===== src/msgs_ram.sv =====
module msgs_ram #(
   parameter int WIDTH = 8,
   parameter int DEPTH = 8
) (
   input  logic                             clock,
   input  logic                             we,
   input  logic [$clog2(DEPTH > 1 ? DEPTH : 2)-1:0] waddr,
   input  logic [WIDTH-1:0]                 wdata,
   input  logic [$clog2(DEPTH > 1 ? DEPTH : 2)-1:0] raddr,
   output logic [WIDTH-1:0]                 rdata
);

   logic [WIDTH-1:0] mem_ff [DEPTH];

   // write port and registered read port
   always_ff @(posedge clock) begin
      if (we) begin
         mem_ff[waddr] <= wdata;
      end
      rdata <= mem_ff[raddr];
   end

endmodule


===== config.mk =====
export PLATFORM = sky130hd
export DESIGN_NAME = msgs_ram
export DESIGN_NICKNAME = d
export VERILOG_FILES = /design/src/msgs_ram.sv
export SDC_FILE = /design/constraint.sdc
export NUM_CORES = 1
export LEC_CHECK = 0
export BUFFER_PORTS_ARGS = -buffer_cell sky130_fd_sc_hd__buf_2
export CAP_MARGIN = 20
export CORE_MARGIN = 2
export CORE_UTILIZATION = 37
export DETAILED_ROUTE_END_ITERATION = 10
export PLACE_DENSITY = 0.55
export SETUP_SLACK_MARGIN = 0.3
export SYNTH_ARGS = -nofsm -noshare
export SYNTH_HDL_FRONTEND = slang
export SYNTH_SLANG_ARGS = --single-unit
export TNS_END_PERCENT = 50

===== constraint.sdc =====
create_clock -name clock -period 1.5 [get_ports clock]
set_input_delay 0.3 -clock clock [delete_from_list [all_inputs] [get_ports clock]]
set_output_delay 0.3 -clock clock [all_outputs]
set_load 0.05 [all_outputs]

# Yosys cells after proc, flatten, opt, wreduce, memory -nomap -nowiden
# Memories as Yosys holds them, arrays and structs flattened. A register that Yosys moved wholly into a read port is not among the register bits.
# Index checks and enable logic that the tools add are counted.
[totals]
register_bits = 0
ram_bits = 64
in_bits = 16
output_inout_bits = 8
memories = 1
[op_classes]
n_mux = 2
[memory_table]
columns = ["name", "words", "word_bits", "rd", "rd_clocked_by_memory_dff", "wr", "line", "text"]
rows = [
  ["mem_ff", 8, 8, 1, 1, 1, "13", "logic [WIDTH-1:0] mem_ff [DEPTH];"],
]
[op_table]
columns = ["cell", "count"]
rows = [
  ["2-to-1 mux 1 bit", 2],
]

# Logic depth before layout (Yosys ltp)
# Gate-level depths: netlist of the first run.
[logic_depth]
ltp_word = 2
mapped_depth = 4

# Least setup slack after synthesis of the first run
# Ideal clock, no wire load.
[synth_path]
path_type = "input -> register"
from = "input waddr[2] (netlist name)"
to = "memory mem_ff[0][0], enable pin"
t_arrival_ps = 1077
slack_ps = 39
stages = 2
path_cell_list = "nand2b_1 nor3_1"
[synth_rtl]
columns = ["item", "line", "text"]
rows = [
  ["start: declaration", "7", "input logic [$clog2(DEPTH > 1 ? DEPTH : 2)-1:0] waddr,"],
  ["end: declaration", "13", ""],
]
# Straight into the memory's write port.

==> results.sh, run 1 <==
export IMPL_outcome="complete, no violations"
export IMPL_first_pass_iters=4
export IMPL_cts_buffers=9
export IMPL_dieArea_sq_um=7972
export IMPL_most_common_layout_cells="edfxtp_1 (64), buf_2 (20), mux4_2 (16), buf_4 (10), clkbuf_8 (9)"
export IMPL_max_freq_mhz=800.2
export IMPL_power_leakage_nw=1.098
export IMPL_critPathKind="flop to flop"
export IMPL_yosys_warnings=0
export IMPL_start_util_pct=37.71
export IMPL_finalCritPeriodShare_pct=83.31
export IMPL_nNetsFinal=170
export IMPL_clk_latency_ns=0.35
export IMPL_relSlewSlack_pct=79.80
export IMPL_cap_violations=0
export IMPL_pre_cts_slack_ns=-0.05580
export IMPL_cp_required_ns=1.74
export IMPL_cp_arrival_ns=1.49
export IMPL_cts_root_buffer="clkbuf_8"
export IMPL_worst_slew_pin_slew_ns=0.3030
export IMPL_grt_start_max_net_pins=17
export IMPL_crit_start="mem_ff[0][7]"
export IMPL_cp_start_kind="flop"
export IMPL_drive_gt1_share_pct=47.17
export IMPL_powerDensity_nw_per_um2=1288
export IMPL_regArea_sq_um=2082
export IMPL_syn_area_sq_um=2691
export IMPL_antenna_found_initial=0
export IMPL_die_x_um=89.29
export IMPL_grt_ovfl_total=0
export IMPL_netlist_instances=114
export IMPL_syn_nets=130
export IMPL_yosysTopAreaCell="edfxtp_1"
export IMPL_clock_skew_ns=0.01049
export IMPL_drv_slew=0
export IMPL_cts_clk_slew_worst_paths_ns=0.08
export IMPL_ys_types=14
export IMPL_n_antenna_cell=0
export IMPL_rsz0062_at_grt="true"
export IMPL_synth_top_area_share_pct=71.41
export IMPL_fin_util_pct=44.88
export IMPL_grt_pass1_vias=1262
export IMPL_cp_max_fo=1
export IMPL_dp_cells=242
export IMPL_pin_count=24
export IMPL_rows=31
export IMPL_period_needed_ns=1.250
export IMPL_ir_drop_v=0.0004785
export IMPL_syn2layout_area_growth_pct=19.01
export IMPL_ys_ff_latch=72
export IMPL_routed_wirelength_um=4731
export IMPL_min_path_type="input pin to flop"
export IMPL_final_antenna_net_count=0
export IMPL_grt_use_total_pct=13.18
export IMPL_finalSetupViolCount=0
export IMPL_hold_start="wdata[4]"
export IMPL_drcViolationCount=0
export IMPL_clock_sinks=72
export IMPL_multiInputGateArea_sq_um=544.3
export IMPL_final_cells=258
export IMPL_layout_commonest_cell="edfxtp_1"
export IMPL_timing_rr_start="mem_ff[0][7]"
export IMPL_chipHeight_um=89.29
export IMPL_vias_per_cell=4.659
export IMPL_postLayoutSetupSlackWorst_ns=0.2504
export IMPL_port_buffer_count=23
export IMPL_hold_viol=0
export IMPL_grt_pass1_wl_um=6996
export IMPL_vias=1202
export IMPL_tritoncts="done"
export IMPL_drtIter0Drc=58
export IMPL_place_congestion=0.6543
export IMPL_wire_per_inst_um=18.34
export IMPL_hpwlAfterDp_um=2941
export IMPL_nFillCells=640
export IMPL_clk_path_buf_depth=2
export IMPL_ys_seq_area_share_pct=77.36
export IMPL_core_sq_um=7137
export IMPL_cts_htree_levels=3
export IMPL_synth_area_leaders="edfxtp_1 (71%), mux4_1 (15%), dfxtp_1 (6.0%)"
export IMPL_synth_avg_cell_area_sq_um=23.61
export IMPL_worstSetupEndpointType="flop"
[routing by layer]
| metal | vias to the layer above | wire length (um) | GRT usage, % |
|---|---|---|---|
| met1 | 615 | 2103 | 16.87 |
| met2 | 26 | 2365 | 19.93 |
| met5 | - | 0 | 0 |
| met4 | 0 | 95 | 8.141 |
| li1 | 549 | - | - |
| met3 | 12 | 167 | 3.693 |
[kinds of logic (layout without fill, tap and decap cells)]
family	count (synthesis)	after routing	synth area share, %
DFF	72	72	77.36
muxes	24	24	18.83
and+or+nand+nor	13	13	2.185
buffers and inverters	5	50	1.627
[cell type report]
cell class | instances | share of cell area (%)
Clock buffer | 10 | 3.984
Clock inverter | 6 | 2.188
Multi-Input combinational cell | 37 | 16.99
Sequential cell | 72 | 65.00
Tap cell | 99 | 3.867
Timing Repair Buffer | 34 | 7.969
[cell usage after synthesis]
| cell type | count |
|---|---|
| mux4_1 | 15 |
| buf_1 | 1 |
| buf_6 | 1 |
| clkbuf_1 | 1 |
| edfxtp_1 | 64 |
| nor2_1 | 6 |
| mux2_2 | 8 |
| nor3_1 | 2 |
| dfxtp_1 | 8 |
| buf_12 | 1 |
| mux4_2 | 1 |
| buf_2 | 1 |
| nand2b_1 | 3 |
| nand2_1 | 2 |
[final timing paths]
check,to,slack (ns),cells past startpoint
worst max-delay path,rdata[7],0.25,2
worst min-delay path,mem_ff[2][4],0.21,1
worst max register to register,rdata[7],0.25,2
worst min register to register,rdata[2],0.68,2
[sequential cells by signal (all words and copies together), names as in the netlist]
signal,count
mem_ff,64
rdata,8
[critical path: stages, from the launching register on]
cell and delay [ns]:
edfxtp_1 0.39, mux4_2 0.46, mux2_4 0.29
[repair_timing]
action / CTS / global route
setup buffers: 0 / 0
hold buffers: 0 / 0
endpoints found under the setup margin: 16 / 13
resized for setup: 11 / 3
[per-stage QoR]
stage	hold WS (ns)	instance area (sq um)	setup TNS (ns)	power [mW]
5_1_grt	0.2171	3203	0	4.267
2_1_floorplan	0.3989	2685	0	2.536
3_5_place_dp	0.5757	3002	-0.2493	2.654
6_report	0.2148	3203	0	4.126
4_1_cts	0.2017	3199	0	4.161
3_3_place_gp	0.5591	3002	-0.07718	2.640
[power by group]
part	internal (mW)	switching, mW
clock	0.776	0.728
combinational	0.145	0.197
sequential	2.26	0.0180
total	3.18	0.943
No activity file was read; power rests on OpenSTA's default activity.
==> run 2: changes to the inputs <==
==> constraint.sdc (replaced) <==
create_clock -name clock -period 1.1 [get_ports clock]
set_input_delay 0.22 -clock clock [delete_from_list [all_inputs] [get_ports clock]]
set_output_delay 0.22 -clock clock [all_outputs]
set_load 0.05 [all_outputs]
==> results.sh, run 2 (synthesis gave the netlist of run 1 again) <==
export IMPL_start_util_pct=37.71
export IMPL_grt_ovfl_total=0
export IMPL_core_sq_um=7137
export IMPL_hold_buffers=0
export IMPL_drcViolationCount=0
export IMPL_chipHeight_um=89.29
export IMPL_clk_path_buf_depth=2
export IMPL_max_freq_mhz=811.4
export IMPL_port_buffer_count=23
export IMPL_final_cells=260
export IMPL_syn2layout_area_growth_pct=28.45
export IMPL_clk_latency_ns=0.33
export IMPL_routed_wirelength_um=4637
export IMPL_reg_top3="mem_ff: 64 flops, rdata: 8 flops"
export IMPL_vias_per_cell=4.650
export IMPL_cts_clk_slew_worst_paths_ns=0.06
export IMPL_cp_max_fo=1
export IMPL_power_leakage_nw=1.173
export IMPL_clock_skew_ns=0.004377
export IMPL_rows=31
export IMPL_finalSetupViolCount=8
export IMPL_cp_required_ns=1.32
export IMPL_regArea_sq_um=2092
export IMPL_pin_count=24
export IMPL_grt_start_max_net_pins=17
export IMPL_finalCritPeriodShare_pct=112.0
export IMPL_drtIter0Drc=88
export IMPL_grt_pass1_wl_um=6989
export IMPL_relSlewSlack_pct=81.58
export IMPL_hpwlAfterDp_um=2905
export IMPL_n_antenna_cell=0
export IMPL_cp_arrival_ns=1.45
export IMPL_layout_commonest_cell="edfxtp_1"
export IMPL_timing_hold_ws_ns=0.1566
export IMPL_clock_sinks=72
export IMPL_min_path_type="input pin to flop"
export IMPL_worstSetupEndpointType="flop"
export IMPL_grt_use_total_pct=13.08
export IMPL_powerDensity_nw_per_um2=1700
export IMPL_vias=1209
export IMPL_largest_reg_flops=64
export IMPL_grt_pass1_vias=1292
export IMPL_postLayoutSetupSlackWorst_ns=-0.1324
export IMPL_cts_buffers=9
export IMPL_nFillCells=599
export IMPL_antenna_found_initial=0
export IMPL_cts_htree_levels=3
export IMPL_critPathKind="flop to flop"
export IMPL_dieArea_sq_um=7972
export IMPL_hold_viol=0
export IMPL_final_antenna_net_count=0
export IMPL_dp_cells=245
export IMPL_cp_start_kind="flop"
export IMPL_cts_root_buffer="clkbuf_8"
export IMPL_cap_violations=0
export IMPL_outcome="finished with violations"
export IMPL_largest_register="mem_ff"
export IMPL_first_pass_iters=4
export IMPL_cts_setup_buffers=0
export IMPL_power_mw=5.877
export IMPL_violations="setup timing"
export IMPL_die_x_um=89.29
export IMPL_wire_per_inst_um=17.83
export IMPL_place_congestion=0.6605
export IMPL_multiInputGateArea_sq_um=603.1
export IMPL_period_needed_ns=1.232
export IMPL_worst_slew_pin_slew_ns=0.2762
export IMPL_tritoncts="done"
export IMPL_drive_gt1_share_pct=57.76
export IMPL_rsz0062_at_grt="true"
export IMPL_nNetsFinal=173
export IMPL_most_common_layout_cells="edfxtp_1 (64), mux4_2 (15), buf_2 (11), clkbuf_8 (10)"
export IMPL_ir_drop_v=0.0005872
export IMPL_drv_slew=0
==> run 2: what timing repair did <==
action	in CTS	in global routing
pin swaps	2	1
resized for setup	38	15
endpoints found under the setup margin	32	49
==> run 2: per-stage QoR <==
stage | setup TNS [ns] | util, % | instance area, sq um | setup slack [ns]
4_1_cts | -0.9798 | 47.76 | 3408 | -0.1322
2_1_floorplan | -1.974 | - | 2745 | -0.2069
3_5_place_dp | -5.438 | 43.74 | 3122 | -0.3513
6_report | -0.9438 | 48.44 | 3457 | -0.1324
5_1_grt | -1.218 | 48.44 | 3457 | -0.1737
3_3_place_gp | -4.665 | 43.74 | 3122 | -0.3233
==> run 2: area by class of cell <==
type / count / area share [%]
flip-flops and latches: 72 / 60.51
multi-input cells: 37 / 17.44
repair buffers: 37 / 12.38
clock inverters: 4 / 1.991
well taps: 99 / 3.583
clock buffers: 11 / 4.090
==> run 2: final timing paths <==
check	from	endpoint	slack, ns	cells after the start
setup / recovery	mem_ff[5][1]	rdata[1]	-0.13	2
hold / removal	wdata[0]	mem_ff[6][0]	0.16	1
setup reg to reg	mem_ff[5][1]	rdata[1]	-0.13	2
hold reg to reg	mem_ff[5][3]	rdata[3]	0.67	2
==> run 2: per-layer routing <==
metal  vias up  share of wire, %  GRT usage [%]
li1        552                 -              -
met2        26                54          21.01
met5         -                 0              0
met1       624                40          15.77
met3         7               4.0          4.247
met4         0               1.8          6.920
==> run 2: power breakdown <==
part / switching, mW / internal (mW)
sequential: 0.0402 / 3.09
clock: 0.864 / 1.32
combinational: 0.283 / 0.280
total: 1.19 / 4.69
==> run 2: critical path: stages (launching register included) <==
cell and delay (ns):
edfxtp_1 0.37, mux4_2 0.48, mux2_2 0.27
