[src/msgs_pkg.sv]
package msgs_pkg;

   // default sizes
   localparam int MAX_STOPS  = 8;
   localparam int MAX_SPAN   = 64;
   localparam int COORD_BITS = 12;

   // stop entry layout
   localparam int POS_W = 17;
   localparam int COL_W = 32;
   localparam int ENT_W = POS_W + COL_W;
   localparam logic [POS_W-1:0] ONE_Q16 = 17'd65536;

   // weight divider
   localparam int W_W       = 17;
   localparam int REM_W     = 18;
   localparam int DIV_STEPS = 17;

   // datapath operations
   typedef enum logic [3:0] {
      OP_NONE,
      OP_LOAD,
      OP_SPAN,
      OP_MULY,
      OP_MULX,
      OP_ACCX,
      OP_CLAMP,
      OP_SCAN,
      OP_DIV,
      OP_MIX,
      OP_PROD,
      OP_EMIT
   } op_type;

   typedef struct packed {
      op_type op;
   } cmd_type;

   typedef struct packed {
      logic scan_done;
      logic scan_div;
      logic div_done;
      logic out_free;
      logic span_end;
   } status_type;

endpackage

[src/msgs_ctrl.sv]
module msgs_ctrl (
   input  logic                  clock,
   input  logic                  reset,
   input  logic                  req_valid,
   input  logic                  req_kind,
   input  logic [6:0]            req_span_length,
   input  msgs_pkg::status_type  status,
   output logic                  req_ready,
   output msgs_pkg::cmd_type     cmd
);

   typedef enum logic [3:0] {
      ST_IDLE,
      ST_MULY,
      ST_MULX,
      ST_ACCX,
      ST_CLAMP,
      ST_SCAN,
      ST_DIV,
      ST_MIX,
      ST_PROD,
      ST_EMIT
   } state_type;

   state_type state_ff, state_in;
   logic      accept;

   assign req_ready = (state_ff == ST_IDLE);
   assign accept    = req_valid && req_ready;

   // command for the datapath
   always_comb begin
      unique case (state_ff)
         ST_IDLE:  cmd.op = !accept ? msgs_pkg::OP_NONE :
                            (req_kind ? msgs_pkg::OP_LOAD : msgs_pkg::OP_SPAN);
         ST_MULY:  cmd.op = msgs_pkg::OP_MULY;
         ST_MULX:  cmd.op = msgs_pkg::OP_MULX;
         ST_ACCX:  cmd.op = msgs_pkg::OP_ACCX;
         ST_CLAMP: cmd.op = msgs_pkg::OP_CLAMP;
         ST_SCAN:  cmd.op = msgs_pkg::OP_SCAN;
         ST_DIV:   cmd.op = msgs_pkg::OP_DIV;
         ST_MIX:   cmd.op = msgs_pkg::OP_MIX;
         ST_PROD:  cmd.op = msgs_pkg::OP_PROD;
         ST_EMIT:  cmd.op = msgs_pkg::OP_EMIT;
         default:  cmd.op = msgs_pkg::OP_NONE;
      endcase
   end

   // next state
   always_comb begin
      state_in = state_ff;
      unique case (state_ff)
         ST_IDLE: begin
            if (accept && !req_kind && (req_span_length != 7'd0)) begin
               state_in = ST_MULY;
            end
         end
         ST_MULY:  state_in = ST_MULX;
         ST_MULX:  state_in = ST_ACCX;
         ST_ACCX:  state_in = ST_CLAMP;
         ST_CLAMP: state_in = ST_SCAN;
         ST_SCAN: begin
            if (status.scan_done) begin
               state_in = status.scan_div ? ST_DIV : ST_MIX;
            end
         end
         ST_DIV: begin
            if (status.div_done) begin
               state_in = ST_MIX;
            end
         end
         ST_MIX:   state_in = ST_PROD;
         ST_PROD:  state_in = ST_EMIT;
         ST_EMIT: begin
            if (status.out_free) begin
               state_in = status.span_end ? ST_IDLE : ST_CLAMP;
            end
         end
         default:  state_in = ST_IDLE;
      endcase
   end

   always_ff @(posedge clock) begin
      if (reset) begin
         state_ff <= ST_IDLE;
      end else begin
         state_ff <= state_in;
      end
   end

endmodule

[config.mk]
export PLATFORM = sky130hd
export DESIGN_NAME = msgs_ctrl
export DESIGN_NICKNAME = d
export VERILOG_FILES = /design/src/msgs_pkg.sv /design/src/msgs_ctrl.sv
export SDC_FILE = /design/constraint.sdc
export NUM_CORES = 1
export LEC_CHECK = 0
export ABC_AREA = 0
export BUFFER_PORTS_ARGS = -buffer_cell sky130_fd_sc_hd__buf_2
export CELL_PAD_IN_SITES_DETAIL_PLACEMENT = 1
export CELL_PAD_IN_SITES_GLOBAL_PLACEMENT = 2
export CORE_UTILIZATION = 23
export DETAILED_ROUTE_END_ITERATION = 10
export GPL_TIMING_DRIVEN = 0
export PLACE_DENSITY_LB_ADDON = 0.05
export SLEW_MARGIN = 40
export SYNTH_ARGS = -nofsm -noshare
export SYNTH_HDL_FRONTEND = slang
export SYNTH_SLANG_ARGS = --single-unit
[constraint.sdc]
create_clock -name clock -period 2.97 [get_ports clock]
set_clock_uncertainty 0.1 [all_clocks]
set_input_delay 0.297 -clock clock [delete_from_list [all_inputs] [get_ports clock]]
set_output_delay 0.297 -clock clock [all_outputs]
set_load 0.05 [all_outputs]
== Yosys cells after proc, flatten, opt, wreduce, memory -nomap -nowiden ==
Index checks and enable logic that the tools add are counted.
Operators by class
  equality and inequality tests: 13
  reduce and logical (&&, ||, !) cells: 7
  mux-type cells: 10
Operator list (count)
  4-bit one-hot mux with 10 select lines: 2
  4-bit by 3-bit == test with 1-bit output (second input constant): 4
  4-bit 2-to-1 mux: 4
  4-bit by 2-bit == test with 1-bit output (second input constant): 2
  4-bit == test (second input constant): 2
  7-bit nonzero test: 1
  2-bit != test (second input constant): 3
  4-bit by 1-bit == test with 1-bit output (second input constant): 1
  4-bit zero test: 1
  2-bit 2-to-1 mux: 2
  4-bit AND reduction: 1
  1-bit logical AND: 3
  3-bit 2-to-1 mux: 1
  2-bit by 1-bit != test with 1-bit output (second input constant): 1
  1-bit zero test: 1
  1-bit 2-to-1 mux: 1
Word-level totals
  bits of input ports: 16
  logic and storage cells: 31
  flip-flop bits (word level): 4

== Longest topological paths before layout ==
Gate-level depths: netlist (run 1).
  word-level depth: 6
  mapped depth: 5
  gate-level depth less buffers: 4

== Worst setup path after synthesis (run 1) ==
No wires, ideal clock.
  path kind: register to output
  start: register state_ff[3]
  end: output cmd[0] in the netlist's numbering
  slack: 790 ps
  stages on the path, launching flop included: 5
  data arrival time: 1783 ps
  buffers on the path: 1
  cells stage by stage: dfxtp_1 -> buf_6 -> inv_1 -> a31oi_1 -> o32ai_1
RTL lines
  start: declaration: line msgs_ctrl.sv:25  | state_type state_ff, state_in;
  start signal: assignment: line msgs_ctrl.sv:87  | state_ff <= state_in;
  end: declaration: line msgs_ctrl.sv:9  | output msgs_pkg::cmd_type cmd

==> impl_metrics.toml, run 1 <==
[outcome]
status = "complete, no violations"

[clocking]
cts_hold_buf = 0
clkTransAtPathRegs_ps = 40
ctsLongestPathBuffers = 2
clock_latency_ps = 230
cts_buffers = 3
post-cts-setup-buffers = 0
htreeDepth = 1
cts_tree = "built"
root_buffer = "clkbuf_4"
clock-sinks = 4
post_cts_resized = 0

[flow_run]
maxCapViolations = 0

[power]
p_sw_share_pct = 42.3
pwr-share-clk_pct = 26.7
irDropWorstVdd_mv = 0.327
comb_power_share_pct = 48.6
intPower_mw = 0.143
p_leak_nw = 0.241
p_sw_mw = 0.105
power.density_nw_per_um2 = 448
power_frac_seq_pct = 24.7

[grt]
grt_pass1_wl_um = 2060
grt_max_degree = 11
gr-total-overflow = 0
track_usage_pct = 14.3
antenna_found_initial = 0
grt_pass1_vias = 491

[critical_path]
worstPathRequired_ps = 2570
cp_data_arrival_time_ps = 1490
criticalPathCategory = "register to primary output"
cp-end-kind = "primary output"
critPathLaunchType = "register"
critical_path.max_fanout = 10

[timing]
rsz0062_at_grt = "false"
hold_ws_ps = 219
setup_viol = 0
max-slew-margin-rel_pct = 76.0
period_share_pct = 63.5
slew_violations = 0
hold_violations = 0
worst_slew_pin_slew_ps = 350
tns_ps = 0
period_minus_slack_ps = 1890
max_freq_mhz = 530

[min_path]
min_path_type = "primary input to register"

[die]
die_x_um = 44.2
core_area_um2 = 1580
dieArea_um2 = 1950
start_util_pct = 26.0
num_rows = 14
die_height_um = 44.2
io_pins = 21

[finish]
postLayoutCellArea_um2 = 552
drive_gt1_share_pct = 44.0
top_register = "state_ff"
diodes = 0
largest_reg_flops = 4
largest_registers = "state_ff (4)"
syn_to_final_growth_pct = 34.9
fin_nets = 93
stdcell_count = 91

[logic_synthesis]
synthSimpleGateAreaFrac_pct = 33.3
yosys_warnings = 0
synth_fp_nets = 68
syn_avg_cell_area_um2 = 7.87
synth_fa_ha_area_share_pct = 0
synth-compound-area-share_pct = 31.5
yosysUniqueCellTypes = 33
synth_seq_area_share_pct = 19.6
syn_inst = 52
syn_area_um2 = 409
synth_top_family_by_area = "simple AND/OR/NAND/NOR gates"
synth_mux_area_share_pct = 3.67
ys_ff_latch = 4
synth-xor-area-share_pct = 2.14

[drt]
initialDrtViolationCount = 5
routedWlPerCell_um = 13.0
antenna_left = 0
firstDrtPassIters = 5
dr_total_vias = 467
drc_errors = 0
drt-total-wl_um = 1190
viasPerCell = 5.13

[placement]
dp_hpwl_um = 931
dpl_cell_area_um2 = 529
gp_congestion = 0.664
port-buffer-count = 20
dpl.cell_count = 88
-- power groups by stage --
stage	Sequential, mW	Clock, mW	Combinational (mW)
after floorplan	0.0611	0	0.0902
after global placement	0.0623	0	0.122
after detailed placement	0.0622	0	0.121
after CTS	0.0614	0.0697	0.121
after global routing	0.0620	0.0753	0.130
final	0.0612	0.0662	0.120
-- worst max-delay path, stage by stage (launching register included) --
cell     delay [ps]
dfxtp_1         400
buf_4           200
nor2b_1         240
o21ba_2         170
buf_2           250
-- worst paths after layout --
kind | startpoint | endpoint | slack [ps] | cells after the start
max | state_ff[2]$_SDFFE_PP0P_ | cmd[1] | 1080 | 4
min reg2reg | state_ff[3]$_SDFFE_PP0P_ | state_ff[1]$_SDFFE_PP0P_ | 490 | 2
max reg2reg | state_ff[1]$_SDFFE_PP0P_ | state_ff[2]$_SDFFE_PP0P_ | 1510 | 4
min | reset | state_ff[1]$_SDFFE_PP0P_ | 220 | 2
-- layer usage --
layer  up-vias  wire [um]  part of all wire, %  global-route usage (%)
met4         0          0                    0                    1.82
met5         -          0                    0                       0
met3         0         79                  6.7                    6.53
li1        237          -                    -                       -
met2        13        525                   44                    22.6
met1       217        580                   49                    18.2
-- cell usage after synthesis (all sizes together) --
library cell	instances	share of area, %
nor2	4	5.5
a31oi	2	3.1
or3b	1	2.1
nor4	1	1.5
nand2	3	2.8
nand2b	2	3.1
buf	4	7.0
a21oi	4	4.9
o32ai	1	2.1
o21bai	1	1.8
xnor2	1	2.1
a211oi	1	1.8
o21ai	3	4.6
nand4b	2	4.3
nor2b	3	4.6
inv	3	2.8
o211ai	1	3.1
o22ai	1	1.5
nor3b	2	4.9
a21boi	1	1.8
dfxtp	4	20
mux2	1	3.7
nor3	2	2.4
o2111ai	1	2.1
a2111oi	1	2.1
o21ba	1	2.4
and3b	1	2.1
-- placed cells by master, fill, tap and decap left out, drive strengths merged --
| master | netlist | layout |
|---|---|---|
| buf | 4 | 24 |
| a21oi | 4 | 4 |
| dfxtp | 4 | 4 |
| nor2 | 4 | 4 |
| nand2 | 3 | 3 |
| inv | 3 | 3 |
| nor2b | 3 | 3 |
| clkbuf | 0 | 3 |
| o21ai | 3 | 3 |
| nand2b | 2 | 2 |
| a31oi | 2 | 2 |
| nor3 | 2 | 2 |
| nand4b | 2 | 2 |
| nor3b | 2 | 2 |
| xnor2 | 1 | 1 |
| o21ba | 1 | 1 |
| o32ai | 1 | 1 |
| nor4 | 1 | 1 |
| o2111ai | 1 | 1 |
| a211oi | 1 | 1 |
| o211ai | 1 | 1 |
| or3b | 1 | 1 |
| o21bai | 1 | 1 |
| o22ai | 1 | 1 |
| a2111oi | 1 | 1 |
| a21boi | 1 | 1 |
| and3b | 1 | 1 |
| mux2 | 1 | 1 |
-- cell type report --
cell class / instances / area (um2)
fill: 216 / 1020
multi-input combinational: 41 / 289
timing repair buffer: 20 / 100
sequential: 4 / 80.1
buffer: 4 / 28.8
clock buffer: 3 / 22.5
tap: 16 / 20.0
inverter: 3 / 11.3
-- cell families after synthesis --
logic type	count (synthesis)
simple gates	21
compound gates	18
buf+inv	7
flops	4
xor+xnor	1
mux	1
-- through the flow --
step / setup slack, ps / utilization [%] / total power, mW
global route: 924 / 35.0 / 0.267
global placement: 1320 / 33.6 / 0.184
floorplan: 790 / - / 0.151
finish: 1080 / 35.0 / 0.247
CTS: 1070 / 35.0 / 0.252
detailed placement: 1330 / 33.6 / 0.183
(Power assumes the default switching activity.)
==> run 2: changes to the inputs <==
--- a/config.mk
+++ b/config.mk
@@ -9,7 +9,8 @@
 export BUFFER_PORTS_ARGS = -buffer_cell sky130_fd_sc_hd__buf_2
 export CELL_PAD_IN_SITES_DETAIL_PLACEMENT = 1
 export CELL_PAD_IN_SITES_GLOBAL_PLACEMENT = 2
-export CORE_UTILIZATION = 23
+export CORE_ASPECT_RATIO = 1.4
+export CORE_UTILIZATION = 20
 export DETAILED_ROUTE_END_ITERATION = 10
 export GPL_TIMING_DRIVEN = 0
 export PLACE_DENSITY_LB_ADDON = 0.05
==> constraint.sdc (replaced) <==
create_clock -name clock -period 1.61 [get_ports clock]
set_clock_uncertainty 0.1 [all_clocks]
set_input_delay 0.161 -clock clock [delete_from_list [all_inputs] [get_ports clock]]
set_output_delay 0.161 -clock clock [all_outputs]
set_load 0.05 [all_outputs]
==> impl_metrics.toml, run 2 (synthesis results as in run 1) <==
[outcome]
status = "complete, no violations"

[clocking]
clock_latency_ps = 220
clkTransAtPathRegs_ps = 30
htreeDepth = 1
cts_buffers = 3
post-cts-setup-buffers = 0
cts_tree = "built"
clock-sinks = 4
cts_hold_buf = 0
ctsLongestPathBuffers = 2
root_buffer = "clkbuf_4"

[critical_path]
critical_path.max_fanout = 10
cp-end-kind = "primary output"
critPathLaunchType = "register"
worstPathRequired_ps = 1350
reg2reg_setup_slack_ps = 180
criticalPathCategory = "register to primary output"
cp_data_arrival_time_ps = 1270

[grt]
gr-total-overflow = 0
grt_pass1_wl_um = 2100
grt_max_degree = 11
antenna_found_initial = 0
track_usage_pct = 12.7
grt_pass1_vias = 488

[drt]
drc_errors = 0
antenna_left = 0
drt-total-wl_um = 1260
firstDrtPassIters = 1
dr_total_vias = 471
viasPerCell = 4.91
routedWlPerCell_um = 13.1
initialDrtViolationCount = 0

[timing]
slew_violations = 0
period_share_pct = 95.1
hold_violations = 0
setup_viol = 0
hold_ws_ps = 85.8
period_minus_slack_ps = 1530
max_freq_mhz = 653
setup_ws_ps = 79.4
tns_ps = 0
rsz0062_at_grt = "false"
worst_slew_pin_slew_ps = 363
max-slew-margin-rel_pct = 75.2

[finish]
largest_registers = "state_ff (4)"
fin_nets = 93
stdcell_count = 96
largest_reg_flops = 4
syn_to_final_growth_pct = 47.7
top_register = "state_ff"
drive_gt1_share_pct = 50.7
n_fill_cell = 253
final_common_cell = "buf_2"
diodes = 0
layout_common_cells = "buf_2 (16), clkbuf_4 (5), buf_6 (4), a21oi_1 (4)"

[power]
comb_power_share_pct = 51.5
power_frac_seq_pct = 24.0
p_sw_share_pct = 40.6
irDropWorstVdd_mv = 0.253
p_sw_mw = 0.192
p_leak_nw = 0.249
power.density_nw_per_um2 = 784
pwr-share-clk_pct = 24.5
intPower_mw = 0.282

[placement]
dpl.cell_count = 93
dpl_worst_slack_ps = 49.8
dp_hpwl_um = 1020
port-buffer-count = 20
gp_congestion = 0.645

[die]
die_x_um = 40.2
core_area_um2 = 1950
dieArea_um2 = 2230
die_height_um = 55.5
io_pins = 21
num_rows = 19
start_util_pct = 21.0

[min_path]
min_path_type = "primary input to register"

[flow_run]
maxCapViolations = 0
## run 2: changes by cell type in the layout (fill, tap and decap cells not counted), moves of 2 or more
cell	before	now
buf_2	22	16
buf_6	1	4
clkbuf_4	3	5
dfxtp_1	4	2
## run 2: through the flow
step | power [mW] | instance area [um2] | util [%]
finish | 0.474 | 604 | 31.0
global route | 0.506 | 604 | 31.0
CTS | 0.473 | 583 | 29.9
detailed placement | 0.344 | 543 | 27.9
global placement | 0.343 | 543 | 27.9
floorplan | 0.284 | 417 | -
## run 2: layout make-up
type	count	area [um2]	share of cell area, %
inverters	3	11.3	1.86
multi-input cells	41	304	50.3
well taps	21	26.3	4.35
plain buffers	4	37.5	6.21
clock buffers	3	22.5	3.73
flip-flops and latches	4	85.1	14.1
repair buffers	20	118	19.5
## run 2: final timing paths
check                            from                  endpoint  cells after the start
max reg2reg  state_ff[0]$_SDFFE_PP0P_  state_ff[2]$_SDFFE_PP0P_                      5
min                             reset  state_ff[1]$_SDFFE_PP0P_                      2
max          state_ff[3]$_SDFFE_PP0P_                    cmd[0]                      5
min reg2reg  state_ff[3]$_SDFFE_PP0P_  state_ff[1]$_SDFFE_PP0P_                      2
## run 2: metal layers
layer,GRT usage (%),routed length [um],vias up
met4,1.43,0,0
met5,0,0,-
met3,4.02,70,0
met1,16.3,540,215
met2,20.7,650,14
li1,-,-,242
## run 2: worst max-delay path, cell delays in order (launching register included)
cell and delay (ps):
dfxtp_1 310, buf_6 150, inv_2 80, a31oi_1 80
o32ai_2 230, buf_6 190
## run 2: power groups by stage
stage | clock, mW | sequential [mW] | combinational [mW]
3_5_place_dp | 0 | 0.116 | 0.228
2_1_floorplan | 0 | 0.113 | 0.171
5_1_grt | 0.129 | 0.115 | 0.261
3_3_place_gp | 0 | 0.115 | 0.228
6_report | 0.116 | 0.114 | 0.244
4_1_cts | 0.121 | 0.114 | 0.238
## run 2: what timing repair did
action | CTS | global route
resized for setup | 7 | 8
hold endpoints to repair | 0 | 0
setup endpoints to repair | 4 | 4
